`src/design/gdfs_pkg.sv`:
```
`timescale 1ns / 1ps
`default_nettype none
// ----------------------------------------------------------------------------
// gdfs_pkg
// Shared types and constants of the depth-first graph traversal block.
// ----------------------------------------------------------------------------
package gdfs_pkg;

  localparam int MAX_VERTICES = 16;
  localparam int MAX_DEGREE   = 16;
  localparam int VTX_W        = 4;   // vertex number width
  localparam int VCNT_W       = 5;   // vertex_count register width
  localparam int DEPTH_W      = 5;   // stack depth, holds 0..MAX_VERTICES
  localparam int QUEUE_DEPTH  = 4;
  localparam int QPTR_W       = 2;
  localparam int QCNT_W       = 3;

  localparam logic [1:0] OP_ADD   = 2'd0;
  localparam logic [1:0] OP_START = 2'd1;
  localparam logic [1:0] OP_CLEAR = 2'd2;

  localparam logic [VCNT_W-1:0] VCOUNT_RESET = VCNT_W'(16);

  typedef enum logic [2:0] {
    CMD_ADD,
    CMD_ADD_BAD,
    CMD_START,
    CMD_START_BAD,
    CMD_CLEAR
  } cmd_kind_t;

  typedef struct packed {
    cmd_kind_t        kind;
    logic [VTX_W-1:0] a;
    logic [VTX_W-1:0] b;
  } cmd_t;

endpackage
`default_nettype wire

```
`src/design/gdfs_ram.sv`:
```
`timescale 1ns / 1ps
`default_nettype none
// ----------------------------------------------------------------------------
// gdfs_ram
// Simple dual-port RAM, one write port and one registered read port.
// ----------------------------------------------------------------------------
module gdfs_ram #(
  parameter int WIDTH = 4,
  parameter int DEPTH = 256
) (
  input  wire logic                     clk,
  input  wire logic                     we,
  input  wire logic [$clog2(DEPTH)-1:0] waddr,
  input  wire logic [WIDTH-1:0]         wdata,
  input  wire logic                     re,
  input  wire logic [$clog2(DEPTH)-1:0] raddr,
  output logic      [WIDTH-1:0]         rdata
);

  logic [WIDTH-1:0] mem [DEPTH];

  always_ff @(posedge clk) begin
    if (we) begin
      mem[waddr] <= wdata;
    end
    if (re) begin
      rdata <= mem[raddr];
    end
  end

endmodule
`default_nettype wire

```
`src/design/gdfs_front.sv`:
```
`timescale 1ns / 1ps
`default_nettype none
// ----------------------------------------------------------------------------
// gdfs_front
// Accepts requests, range-checks vertices against vertex_count, drops unused
// opcodes and queues classified commands for the walker.
// ----------------------------------------------------------------------------
module gdfs_front (
  input  wire logic                          clk,
  input  wire logic                          rst,
  input  wire logic                          cfg_we,
  input  wire logic [gdfs_pkg::VCNT_W-1:0]   cfg_wdata,
  input  wire logic                          s_valid,
  output logic                               s_ready,
  input  wire logic [1:0]                    s_opcode,
  input  wire logic [gdfs_pkg::VTX_W-1:0]    s_from,
  input  wire logic [gdfs_pkg::VTX_W-1:0]    s_to,
  output logic                               q_valid,
  input  wire logic                          q_ready,
  output gdfs_pkg::cmd_t                     q_cmd
);

  logic [gdfs_pkg::VCNT_W-1:0] vertex_count;
  logic [gdfs_pkg::VCNT_W-1:0] lim;
  gdfs_pkg::cmd_t              fifo [gdfs_pkg::QUEUE_DEPTH];
  logic [gdfs_pkg::QPTR_W-1:0] wr_ptr;
  logic [gdfs_pkg::QPTR_W-1:0] rd_ptr;
  logic [gdfs_pkg::QCNT_W-1:0] count;
  gdfs_pkg::cmd_t              cls;
  logic                        keep;
  logic                        a_ok;
  logic                        b_ok;
  logic                        push;
  logic                        pop;

  assign lim = (vertex_count > gdfs_pkg::VCNT_W'(gdfs_pkg::MAX_VERTICES)) ?
               gdfs_pkg::VCNT_W'(gdfs_pkg::MAX_VERTICES) : vertex_count;
  assign a_ok = {1'b0, s_from} < lim;
  assign b_ok = {1'b0, s_to} < lim;

  always_comb begin
    cls.a = s_from;
    cls.b = s_to;
    cls.kind = gdfs_pkg::CMD_CLEAR;
    keep = 1'b1;
    unique case (s_opcode)
      gdfs_pkg::OP_ADD: begin
        cls.kind = (a_ok && b_ok) ? gdfs_pkg::CMD_ADD : gdfs_pkg::CMD_ADD_BAD;
      end
      gdfs_pkg::OP_START: begin
        cls.kind = a_ok ? gdfs_pkg::CMD_START : gdfs_pkg::CMD_START_BAD;
      end
      gdfs_pkg::OP_CLEAR: begin
        cls.kind = gdfs_pkg::CMD_CLEAR;
      end
      default: begin
        keep = 1'b0;  // unused opcode, accepted and dropped
      end
    endcase
  end

  assign s_ready = count != gdfs_pkg::QCNT_W'(gdfs_pkg::QUEUE_DEPTH);
  assign q_valid = count != '0;
  assign q_cmd   = fifo[rd_ptr];
  assign push    = s_valid && s_ready && keep;
  assign pop     = q_valid && q_ready;

  always_ff @(posedge clk) begin
    if (rst) begin
      vertex_count <= gdfs_pkg::VCOUNT_RESET;
      wr_ptr       <= '0;
      rd_ptr       <= '0;
      count        <= '0;
    end else begin
      if (cfg_we) begin
        vertex_count <= cfg_wdata;
      end
      if (push) begin
        fifo[wr_ptr] <= cls;
        wr_ptr       <= wr_ptr + 1'b1;
      end
      if (pop) begin
        rd_ptr <= rd_ptr + 1'b1;
      end
      if (push && !pop) begin
        count <= count + 1'b1;
      end else if (pop && !push) begin
        count <= count - 1'b1;
      end
    end
  end

endmodule
`default_nettype wire

```
`src/design/gdfs_walk.sv`:
```
`timescale 1ns / 1ps
`default_nettype none
// ----------------------------------------------------------------------------
// gdfs_walk
// Executes queued commands: stores edges in per-vertex neighbor lists, clears
// the graph, and runs the stack-based preorder walk into an output register.
// ----------------------------------------------------------------------------
module gdfs_walk #(
  parameter int MAX_DEGREE = gdfs_pkg::MAX_DEGREE
) (
  input  wire logic                         clk,
  input  wire logic                         rst,
  input  wire logic                         q_valid,
  output logic                              q_ready,
  input  wire gdfs_pkg::cmd_t               q_cmd,
  output logic                              m_valid,
  input  wire logic                         m_ready,
  output logic [gdfs_pkg::VTX_W-1:0]        m_vertex,
  output logic                              m_last,
  output logic                              m_error
);

  localparam int CNT_W  = $clog2(MAX_DEGREE + 1);
  localparam int ADDR_W = $clog2(gdfs_pkg::MAX_VERTICES * MAX_DEGREE);
  localparam int VW     = gdfs_pkg::VTX_W;
  localparam int NV     = gdfs_pkg::MAX_VERTICES;

  typedef enum logic [1:0] {
    S_IDLE,
    S_TOP,
    S_NB,
    S_FIN
  } state_t;

  state_t                           state;
  logic [CNT_W-1:0]                 ncount [gdfs_pkg::MAX_VERTICES];
  logic [gdfs_pkg::MAX_VERTICES-1:0] visited;
  logic [VW-1:0]                    stack_v [gdfs_pkg::MAX_VERTICES];
  logic [CNT_W-1:0]                 stack_i [gdfs_pkg::MAX_VERTICES];
  logic [gdfs_pkg::DEPTH_W-1:0]     depth;
  logic                             error_flag;
  logic [VW-1:0]                    pend;

  logic [VW-1:0]     top;
  logic [VW-1:0]     top_v;
  logic [CNT_W-1:0]  top_i;
  logic [VW-1:0]     cnt_addr;
  logic [CNT_W-1:0]  cnt_sel;
  logic              room;
  logic              out_free;
  logic              out_fire;
  logic              ram_we;
  logic              ram_re;
  logic [ADDR_W-1:0] ram_waddr;
  logic [ADDR_W-1:0] ram_raddr;
  logic [VW-1:0]     nb;
  logic              push_ok;

  assign top      = VW'(depth - 1'b1);
  assign top_v    = stack_v[top];
  assign top_i    = stack_i[top];
  assign cnt_addr = (state == S_IDLE) ? q_cmd.a : top_v;
  assign cnt_sel  = ncount[cnt_addr];
  assign room     = cnt_sel < CNT_W'(MAX_DEGREE);
  assign out_free = !m_valid || m_ready;

  assign q_ready = (state == S_IDLE) &&
                   ((q_cmd.kind != gdfs_pkg::CMD_START_BAD) || out_free);

  assign ram_we    = (state == S_IDLE) && q_valid &&
                     (q_cmd.kind == gdfs_pkg::CMD_ADD) && room;
  assign ram_waddr = ADDR_W'(q_cmd.a) * ADDR_W'(MAX_DEGREE) + ADDR_W'(cnt_sel);
  assign ram_re    = (state == S_TOP) && (top_i < cnt_sel);
  assign ram_raddr = ADDR_W'(top_v) * ADDR_W'(MAX_DEGREE) + ADDR_W'(top_i);

  gdfs_ram #(
    .WIDTH (VW),
    .DEPTH (gdfs_pkg::MAX_VERTICES * MAX_DEGREE)
  ) u_nbr_ram (
    .clk   (clk),
    .we    (ram_we),
    .waddr (ram_waddr),
    .wdata (q_cmd.b),
    .re    (ram_re),
    .raddr (ram_raddr),
    .rdata (nb)
  );

  assign push_ok = !visited[nb] &&
                   (depth < gdfs_pkg::DEPTH_W'(gdfs_pkg::MAX_VERTICES));

  // a result is loaded into the output register this cycle
  assign out_fire = ((state == S_IDLE) && q_valid && q_ready &&
                     (q_cmd.kind == gdfs_pkg::CMD_START_BAD)) ||
                    ((state == S_NB) && push_ok && out_free) ||
                    ((state == S_FIN) && out_free);

  always_ff @(posedge clk) begin
    if (rst) begin
      state      <= S_IDLE;
      depth      <= '0;
      error_flag <= 1'b0;
      visited    <= '0;
      m_valid    <= 1'b0;
      for (int i = 0; i < gdfs_pkg::MAX_VERTICES; i++) begin
        ncount[i] <= '0;
      end
    end else begin
      if (out_fire) begin
        m_valid <= 1'b1;
      end else if (m_valid && m_ready) begin
        m_valid <= 1'b0;
      end
      unique case (state)
        S_IDLE: begin
          if (q_valid && q_ready) begin
            case (q_cmd.kind)
              gdfs_pkg::CMD_ADD: begin
                if (room) begin
                  ncount[q_cmd.a] <= cnt_sel + 1'b1;
                end else begin
                  error_flag <= 1'b1;
                end
              end
              gdfs_pkg::CMD_ADD_BAD: begin
                error_flag <= 1'b1;
              end
              gdfs_pkg::CMD_CLEAR: begin
                error_flag <= 1'b0;
                visited    <= '0;
                for (int i = 0; i < gdfs_pkg::MAX_VERTICES; i++) begin
                  ncount[i] <= '0;
                end
              end
              gdfs_pkg::CMD_START_BAD: begin
                error_flag <= 1'b1;
                m_vertex   <= '0;
                m_last     <= 1'b1;
                m_error    <= 1'b1;
              end
              gdfs_pkg::CMD_START: begin
                visited          <= NV'(1) << q_cmd.a;
                pend             <= q_cmd.a;
                stack_v[0]       <= q_cmd.a;
                stack_i[0]       <= '0;
                depth            <= gdfs_pkg::DEPTH_W'(1);
                state            <= S_TOP;
              end
              default: ;
            endcase
          end
        end
        S_TOP: begin
          if (top_i < cnt_sel) begin
            stack_i[top] <= top_i + 1'b1;
            state        <= S_NB;
          end else begin
            depth <= depth - 1'b1;
            if (depth == gdfs_pkg::DEPTH_W'(1)) begin
              state <= S_FIN;
            end
          end
        end
        S_NB: begin
          if (!push_ok) begin
            state <= S_TOP;
          end else if (out_free) begin
            // previous vertex is known not to be last once a new one turns up
            m_vertex            <= pend;
            m_last              <= 1'b0;
            m_error             <= error_flag;
            pend                <= nb;
            visited[nb]         <= 1'b1;
            stack_v[depth[VW-1:0]] <= nb;
            stack_i[depth[VW-1:0]] <= '0;
            depth               <= depth + 1'b1;
            state               <= S_TOP;
          end
        end
        S_FIN: begin
          if (out_free) begin
            m_vertex <= pend;
            m_last   <= 1'b1;
            m_error  <= error_flag;
            state    <= S_IDLE;
          end
        end
        default: state <= S_IDLE;
      endcase
    end
  end

  a_depth_bound: assert property (@(posedge clk) disable iff (rst)
    depth <= gdfs_pkg::DEPTH_W'(gdfs_pkg::MAX_VERTICES))
    else $error("walk stack deeper than vertex count");

  a_stack_live: assert property (@(posedge clk) disable iff (rst)
    (state == S_TOP || state == S_NB) |-> depth != '0)
    else $error("walk step with empty stack");

  a_fin_empty: assert property (@(posedge clk) disable iff (rst)
    (state == S_FIN) |-> depth == '0)
    else $error("walk finished with entries on stack");

  a_count_bound: assert property (@(posedge clk) disable iff (rst)
    (state == S_TOP || state == S_NB || (state == S_IDLE && q_valid)) |->
    cnt_sel <= CNT_W'(MAX_DEGREE))
    else $error("neighbor count over degree limit");

endmodule
`default_nettype wire

```
`src/design/graph_depth_first_traversal.sv`:
```
// Order: an edge or clear request takes effect when the idle walker takes it from
// the queue; a traversal shows its first vertex after the walker passes S_TOP and
// then S_NB or S_FIN, with the output register free.
// Throughput: edge and clear requests one per cycle while the walker is idle;
// a traversal reads each edge from RAM in S_TOP, visits it in S_NB, and pops in S_TOP.
// Reset: synchronous; neighbor counts, visited marks and error flag clear at once.
`timescale 1ns / 1ps
`default_nettype none
// ----------------------------------------------------------------------------
// graph_depth_first_traversal
// Edge loader and preorder depth-first walker over a small directed graph.
// ----------------------------------------------------------------------------
module graph_depth_first_traversal #(
  parameter int MAX_DEGREE = gdfs_pkg::MAX_DEGREE
) (
  input  wire logic        clk,
  input  wire logic        rst,
  input  wire logic        cfg_we,
  input  wire logic [4:0]  cfg_wdata,     // vertex_count
  input  wire logic        s_axis_tvalid,
  output logic             s_axis_tready,
  input  wire logic [15:0] s_axis_tdata,  // opcode[1:0], from_vertex[5:2], to_vertex[9:6]
  output logic             m_axis_tvalid,
  input  wire logic        m_axis_tready,
  output logic [7:0]       m_axis_tdata,  // vertex[3:0]
  output logic             m_axis_tlast,  // last
  output logic             m_axis_tuser   // error
);

  logic           q_valid;
  logic           q_ready;
  gdfs_pkg::cmd_t q_cmd;
  logic [3:0]     vertex;

  gdfs_front u_front (
    .clk       (clk),
    .rst       (rst),
    .cfg_we    (cfg_we),
    .cfg_wdata (cfg_wdata),
    .s_valid   (s_axis_tvalid),
    .s_ready   (s_axis_tready),
    .s_opcode  (s_axis_tdata[1:0]),
    .s_from    (s_axis_tdata[5:2]),
    .s_to      (s_axis_tdata[9:6]),
    .q_valid   (q_valid),
    .q_ready   (q_ready),
    .q_cmd     (q_cmd)
  );

  gdfs_walk #(
    .MAX_DEGREE (MAX_DEGREE)
  ) u_walk (
    .clk      (clk),
    .rst      (rst),
    .q_valid  (q_valid),
    .q_ready  (q_ready),
    .q_cmd    (q_cmd),
    .m_valid  (m_axis_tvalid),
    .m_ready  (m_axis_tready),
    .m_vertex (vertex),
    .m_last   (m_axis_tlast),
    .m_error  (m_axis_tuser)
  );

  assign m_axis_tdata = {4'b0000, vertex};

endmodule
`default_nettype wire
```
`config.mk`:
```
export PLATFORM = sky130hd
export DESIGN_NAME = graph_depth_first_traversal
export DESIGN_NICKNAME = d
export VERILOG_FILES = /design/src/design/gdfs_pkg.sv /design/src/design/gdfs_ram.sv /design/src/design/gdfs_front.sv /design/src/design/gdfs_walk.sv /design/src/design/graph_depth_first_traversal.sv
export SDC_FILE = /design/constraint.sdc
export NUM_CORES = 2
export LEC_CHECK = 0
export ABC_AREA = 0
export BUFFER_PORTS_ARGS = -buffer_cell sky130_fd_sc_hd__clkbuf_2
export CORE_MARGIN = 2
export CORE_UTILIZATION = 55
export CTS_BUF_LIST = sky130_fd_sc_hd__clkbuf_8
export DETAILED_ROUTE_END_ITERATION = 16
export PLACE_DENSITY = 0.75
export SYNTH_ARGS = -nofsm -noshare
export SYNTH_HDL_FRONTEND = slang
export SYNTH_SLANG_ARGS = --single-unit
```
`constraint.sdc`:
```
create_clock -name clk -period 9.02 [get_ports clk]
set_clock_uncertainty 0.1 [all_clocks]
set_input_delay 0.902 -clock clk [delete_from_list [all_inputs] [get_ports clk]]
set_output_delay 0.902 -clock clk [all_outputs]
set_load 0.01 [all_outputs]
```
==> results.md <==
Setup path:
- At the worst endpoint, the required time is 9410 ps.
- Traced cell by cell, the critical path runs through clkinv_1 > ha_2 > buf_4 > mux4_2 > mux2_2 > a221oi_4 > buf_4 > mux2i_1 > mux2i_1 > mux2i_1 > mux2i_1 > inv_1 > ha_1 > a21o_1 > a21o_1 > a21oi_1 > and2_1 > nand2_1 > or3_1 > nor3_1 > o21ai_0 > o22ai_1 > a21boi_0.
- Setup slack on the worst reg-to-reg path comes out at 1010 ps.
- The critical path startpoint is u_walk.depth[0]$_SDFFE_PP0P_.
- The startpoint-to-endpoint class of the critical path is reg2reg.
- For this design, the slowest cell found on the critical path is a21boi_0.
- In this design, the critical path's most frequently occurring cell is mux2i_1.
- The family of cells with the greatest summed delay on the critical path is compound AO/OA/AOI/OAI gates.
- The kind of end point of the critical path is a flop.
- The largest fanout of any net on the critical path is 33.
- The number of buffer and inverter instances along the worst setup path is 4.
- The worst setup path is launched from a flop.
- The reg-to-reg startpoint is u_walk.depth[0]$_SDFFE_PP0P_.
- The critical path ends at u_walk.stack_i[2][2]$_DFFE_PP_.
- The data arrival time of the worst path is 8400 ps.
- The endpoint identified for the worst register-to-register timing path is u_walk.stack_i[2][2]$_DFFE_PP_.
- The number of cell instances on the worst register-to-register path is 23.
- The largest stage delay on the critical path is approximately 750 ps.
- Counting buffers and inverters, the worst setup path is 23 cells deep.

Pwr:
- Summing internal, switching and leakage power gives 0.0233 W.
- The clock network burns 19.3% of the power.
- IR analysis of the VDD net gives a maximum drop of between 300 and 400 uV.
- Combinational logic burns 47.6% of the power.
- The total power per unit cell area is 375 nW/um2.
- The proportion of power drawn by flip-flops and latches is 33.1%.
- The switching power is 0.0106 W.
- The internal power consumption is 0.0127 W.
- In this run switching power makes up 45.6% of total power.
- In this run the static leakage power is 20.8 nW.

Global route:
- The initial antenna violation count came to 3.
- The wire length of the first global-routing pass is 218000 um.
- The global-route congestion overflow total is 0.
- The total global routing track utilization is a little over a quarter.
- The via count of the first global-routing pass is 35300.
- Entering global routing, the biggest net connects 211 pins.

Place:
- The pre-CTS setup slack is 1090 ps.
- Input and output buffers added on the ports amount to 27.
- The final RePlAce weighted congestion is 0.872.
- The HPWL reported at the end of detailed placement is just under 90000 um.

CTS:
- The number of cells upsized or downsized after cts is 0.
- The cell chosen for the clock root is clkbuf_8.
- The number of setup buffers added after CTS is 0.
- No sink is reached through more buffers than the 3 on the longest clock path.
- The total clock buffers created by CTS is 203.
- The clock slew at the register clock pins of the worst setup and hold paths is 60 ps.
- The TritonCTS clock tree is done.
- Counting every sink on the clock net gives between 1000 and 1500.
- The H-tree was split into 4 levels.
- The hold buffer count at cts is 0.
- At the later pin of the worst-skew pair, clock insertion delay measures 900 ps.

Layout:
- The net count reported at finish is 4324.
- The post-route core utilization is 60.2%.
- In the final layout, the share of cells above drive strength 1 is a little over a tenth.
- The layout overhead on the synthesized area is 8.62%.

Synthesis:
- After synthesis, the share of flip-flops with an asynchronous set or reset is 0%.
- After synthesis the netlist holds a flip-flop and latch count of 1345.
- The cell count after synthesis is 4266.
- The mean post-synth cell area is ~13 um2.
- Yosys printed 0 warnings.
- By area the synthesized netlist is led by edfxtp_1 68%, nand2_1 4.9%, mux2i_1 4.4%.
- The primary flip-flop cell chosen by synthesis mapping is edfxtp_1.
- The number of synthesized flops with an enable pin is 1306.
- The largest total area in the synthesized netlist belongs to edfxtp_1.
- Sequential cells were found to cover approximately 70% of the synthesized design area.
- The cell area after technology mapping is between 50000 and 60000 um2.
- The share of the synthesized area in the top cell type is 68.4%.
- In this run, distinct cell masters in the synthesized netlist total between 70 and 80.

Timing:
- The count of endpoints failing hold in the final timing report is 0.
- After layout, the worst path uses 88.8% of the clock period.
- The final critical-path required period is approximately 8000 ps.
- The worst relative slew slack is 20.8%.
- Setup violations remaining at the end of the flow were counted as 0.
- The final worst slack is roughly 1000 ps.
- Setup repair after global routing left no endpoint under its margin.
- The slew at the pin closest to its max-slew limit is 1190 ps.
- The number of max-slew violations in the final report is 0.
- The setup TNS is 0 ps.
- The maximum achievable frequency is 125 MHz.

Floorplanning:
- The total I/O pin count is 38.
- After floorplanning, the core was divided into 118 placement rows.
- Measured along the x axis, the die boundary spans 327 um.
- The die covers 107000 um2.
- The region available for standard cell placement spans 103000 um2.
- The die boundary height is 327 um.
- The initial utilization of the core area, before any placement, comes to between 50 and 60%.

Detailed routing:
- The remaining routing DRC violations is 0.
- Detailed routing inserted a total of 36900 vias.
- The total iterations of the first detailed-routing run is 8.
- The average wire per standard cell is 25.3 um.
- The post-detailed-route via-to-cell ratio is 6.36.
- The sum of routed wire length over all layers is ~150000 um.
- The iteration-0 DRC count of the detailed router is 5139.
- The detail route stage leaves a number of antenna-violating nets equal to 0.

Worst hold path:
- The critical hold path startpoint is cfg_wdata[4].
- The path class of the lowest-slack min-delay path is in2reg.

Run:
- The tool flagged a number of max-cap violations equal to 0.

Outcome:
- The flow ran to the end, and the final reports show no timing, DRC or antenna violations.
==> flip-flops by register name, summed over array words and instances (netlist names), 5 cells and up, named ones only <==
name	flops
u_front.vertex_count	5
u_walk.ncount	80
u_walk.stack_i	80
u_front.fifo	44
u_walk.u_nbr_ram.mem	1024
u_walk.visited	16
u_walk.stack_v	64
u_walk.depth	5
==> final cells by class <==
type / count / area (um2)
Antenna cell: 2 / 5.00
Clock buffer: 210 / 2890
Clock inverter: 147 / 697
Fill cell: 7680 / 41200
Inverter: 31 / 124
Multi-Input combinational cell: 2576 / 16000
Sequential cell: 1345 / 40000
Tap cell: 1380 / 1730
Timing Repair Buffer: 109 / 876
==> metrics by stage <==
stage	hold WS, ps	cell area, um2	instances
floorplan	362	57300	4269
global placement	380	58700	5441
detailed placement	386	58700	5441
CTS	58.8	62300	5798
global route	95.2	62300	5799
finish	137	62300	5800
==> cell families after synthesis <==
| group | share of synthesized area, % |
|---|---|
| other | 0.00654 |
| multiplexers | 6.89 |
| adder cells (fa/ha/maj) | 0.711 |
| buffers and inverters | 2.61 |
| flip-flops | 69.8 |
| AO/OA/AOI/OAI | 7.25 |
| XOR/XNOR | 0.347 |
| AND/OR/NAND/NOR | 12.4 |
==> worst min-delay path by stage <==
stage | to | slack (ps) | cells after the start
2_1_floorplan | u_front.vertex_count[0]$_SDFFE_PP0P_ | 360 | 2
3_3_place_gp | u_front.vertex_count[0]$_SDFFE_PP0P_ | 380 | 2
3_5_place_dp | u_front.vertex_count[1]$_SDFFE_PP0P_ | 390 | 2
4_1_cts | u_front.vertex_count[4]$_SDFFE_PP1P_ | 60 | 3
5_1_grt | u_front.vertex_count[4]$_SDFFE_PP1P_ | 100 | 3
6_report | u_front.vertex_count[4]$_SDFFE_PP1P_ | 140 | 3
==> per-layer routing <==
layer / track usage [%] / wire [um] / vias up
met2: 42.4 / 68300 / 2363
li1: - / - / 16100
met1: 37.0 / 56100 / 18000
met4: 12.2 / 5990 / 2
met3: 5.85 / 16700 / 372
met5: 0 / 9 / -
==> Yosys cell counts (23+ instances only) <==
master,number
mux2i_1,250
a31oi_1,41
a32oi_1,35
ha_1,31
dfxtp_1,39
o22ai_1,23
nand2b_1,33
nor3_1,195
nor2_1,270
mux4_2,53
clkbuf_1,173
buf_2,93
and2_1,108
a311oi_1,70
inv_1,26
nor4_1,28
buf_1,31
a211oi_1,101
a21oi_1,100
nand2_1,746
o21ai_0,94
nand3_1,111
o211ai_1,33
edfxtp_1,1306
==> power by group through the flow <==
stage               clock, W  combinational (W)  sequential (W)
floorplan                  0            0.00648         0.00782
CTS                  0.00454             0.0108         0.00772
global route         0.00480             0.0115         0.00774
detailed placement         0             0.0108         0.00785
global placement           0             0.0106         0.00784
finish               0.00450             0.0111         0.00773
==> cells in the final DEF (no fill, tap or decap), types with 11 or more instances in the layout <==
| master | n |
|---|---|
| and3_1 | 16 |
| o221ai_1 | 16 |
| nand4_1 | 22 |
| a31oi_1 | 41 |
| nor2b_1 | 20 |
| edfxtp_1 | 1306 |
| mux2i_1 | 250 |
| mux2_2 | 15 |
| o211ai_1 | 33 |
| o21ai_0 | 94 |
| a311oi_1 | 70 |
| inv_1 | 101 |
| buf_4 | 72 |
| clkinv_1 | 43 |
| nand2_1 | 742 |
| mux4_2 | 48 |
| clkbuf_2 | 27 |
| nand2b_1 | 32 |
| or3_1 | 11 |
| nor4_1 | 28 |
| clkbuf_8 | 210 |
| dfxtp_1 | 38 |
| nor2_1 | 267 |
| a211oi_1 | 101 |
| and2_1 | 107 |
| a21oi_1 | 100 |
| a32oi_1 | 35 |
| nor3_1 | 195 |
| clkinv_2 | 16 |
| ha_1 | 30 |
| nand3_1 | 110 |
| o22ai_1 | 23 |
==> tightest hold or removal path: cells and delay by family <==
family                 cells  cell delay (ps)
buffers and inverters      1               70
multiplexers               1               60
AND/OR/NAND/NOR            1               60
Power figures use the tool's default switching activity.
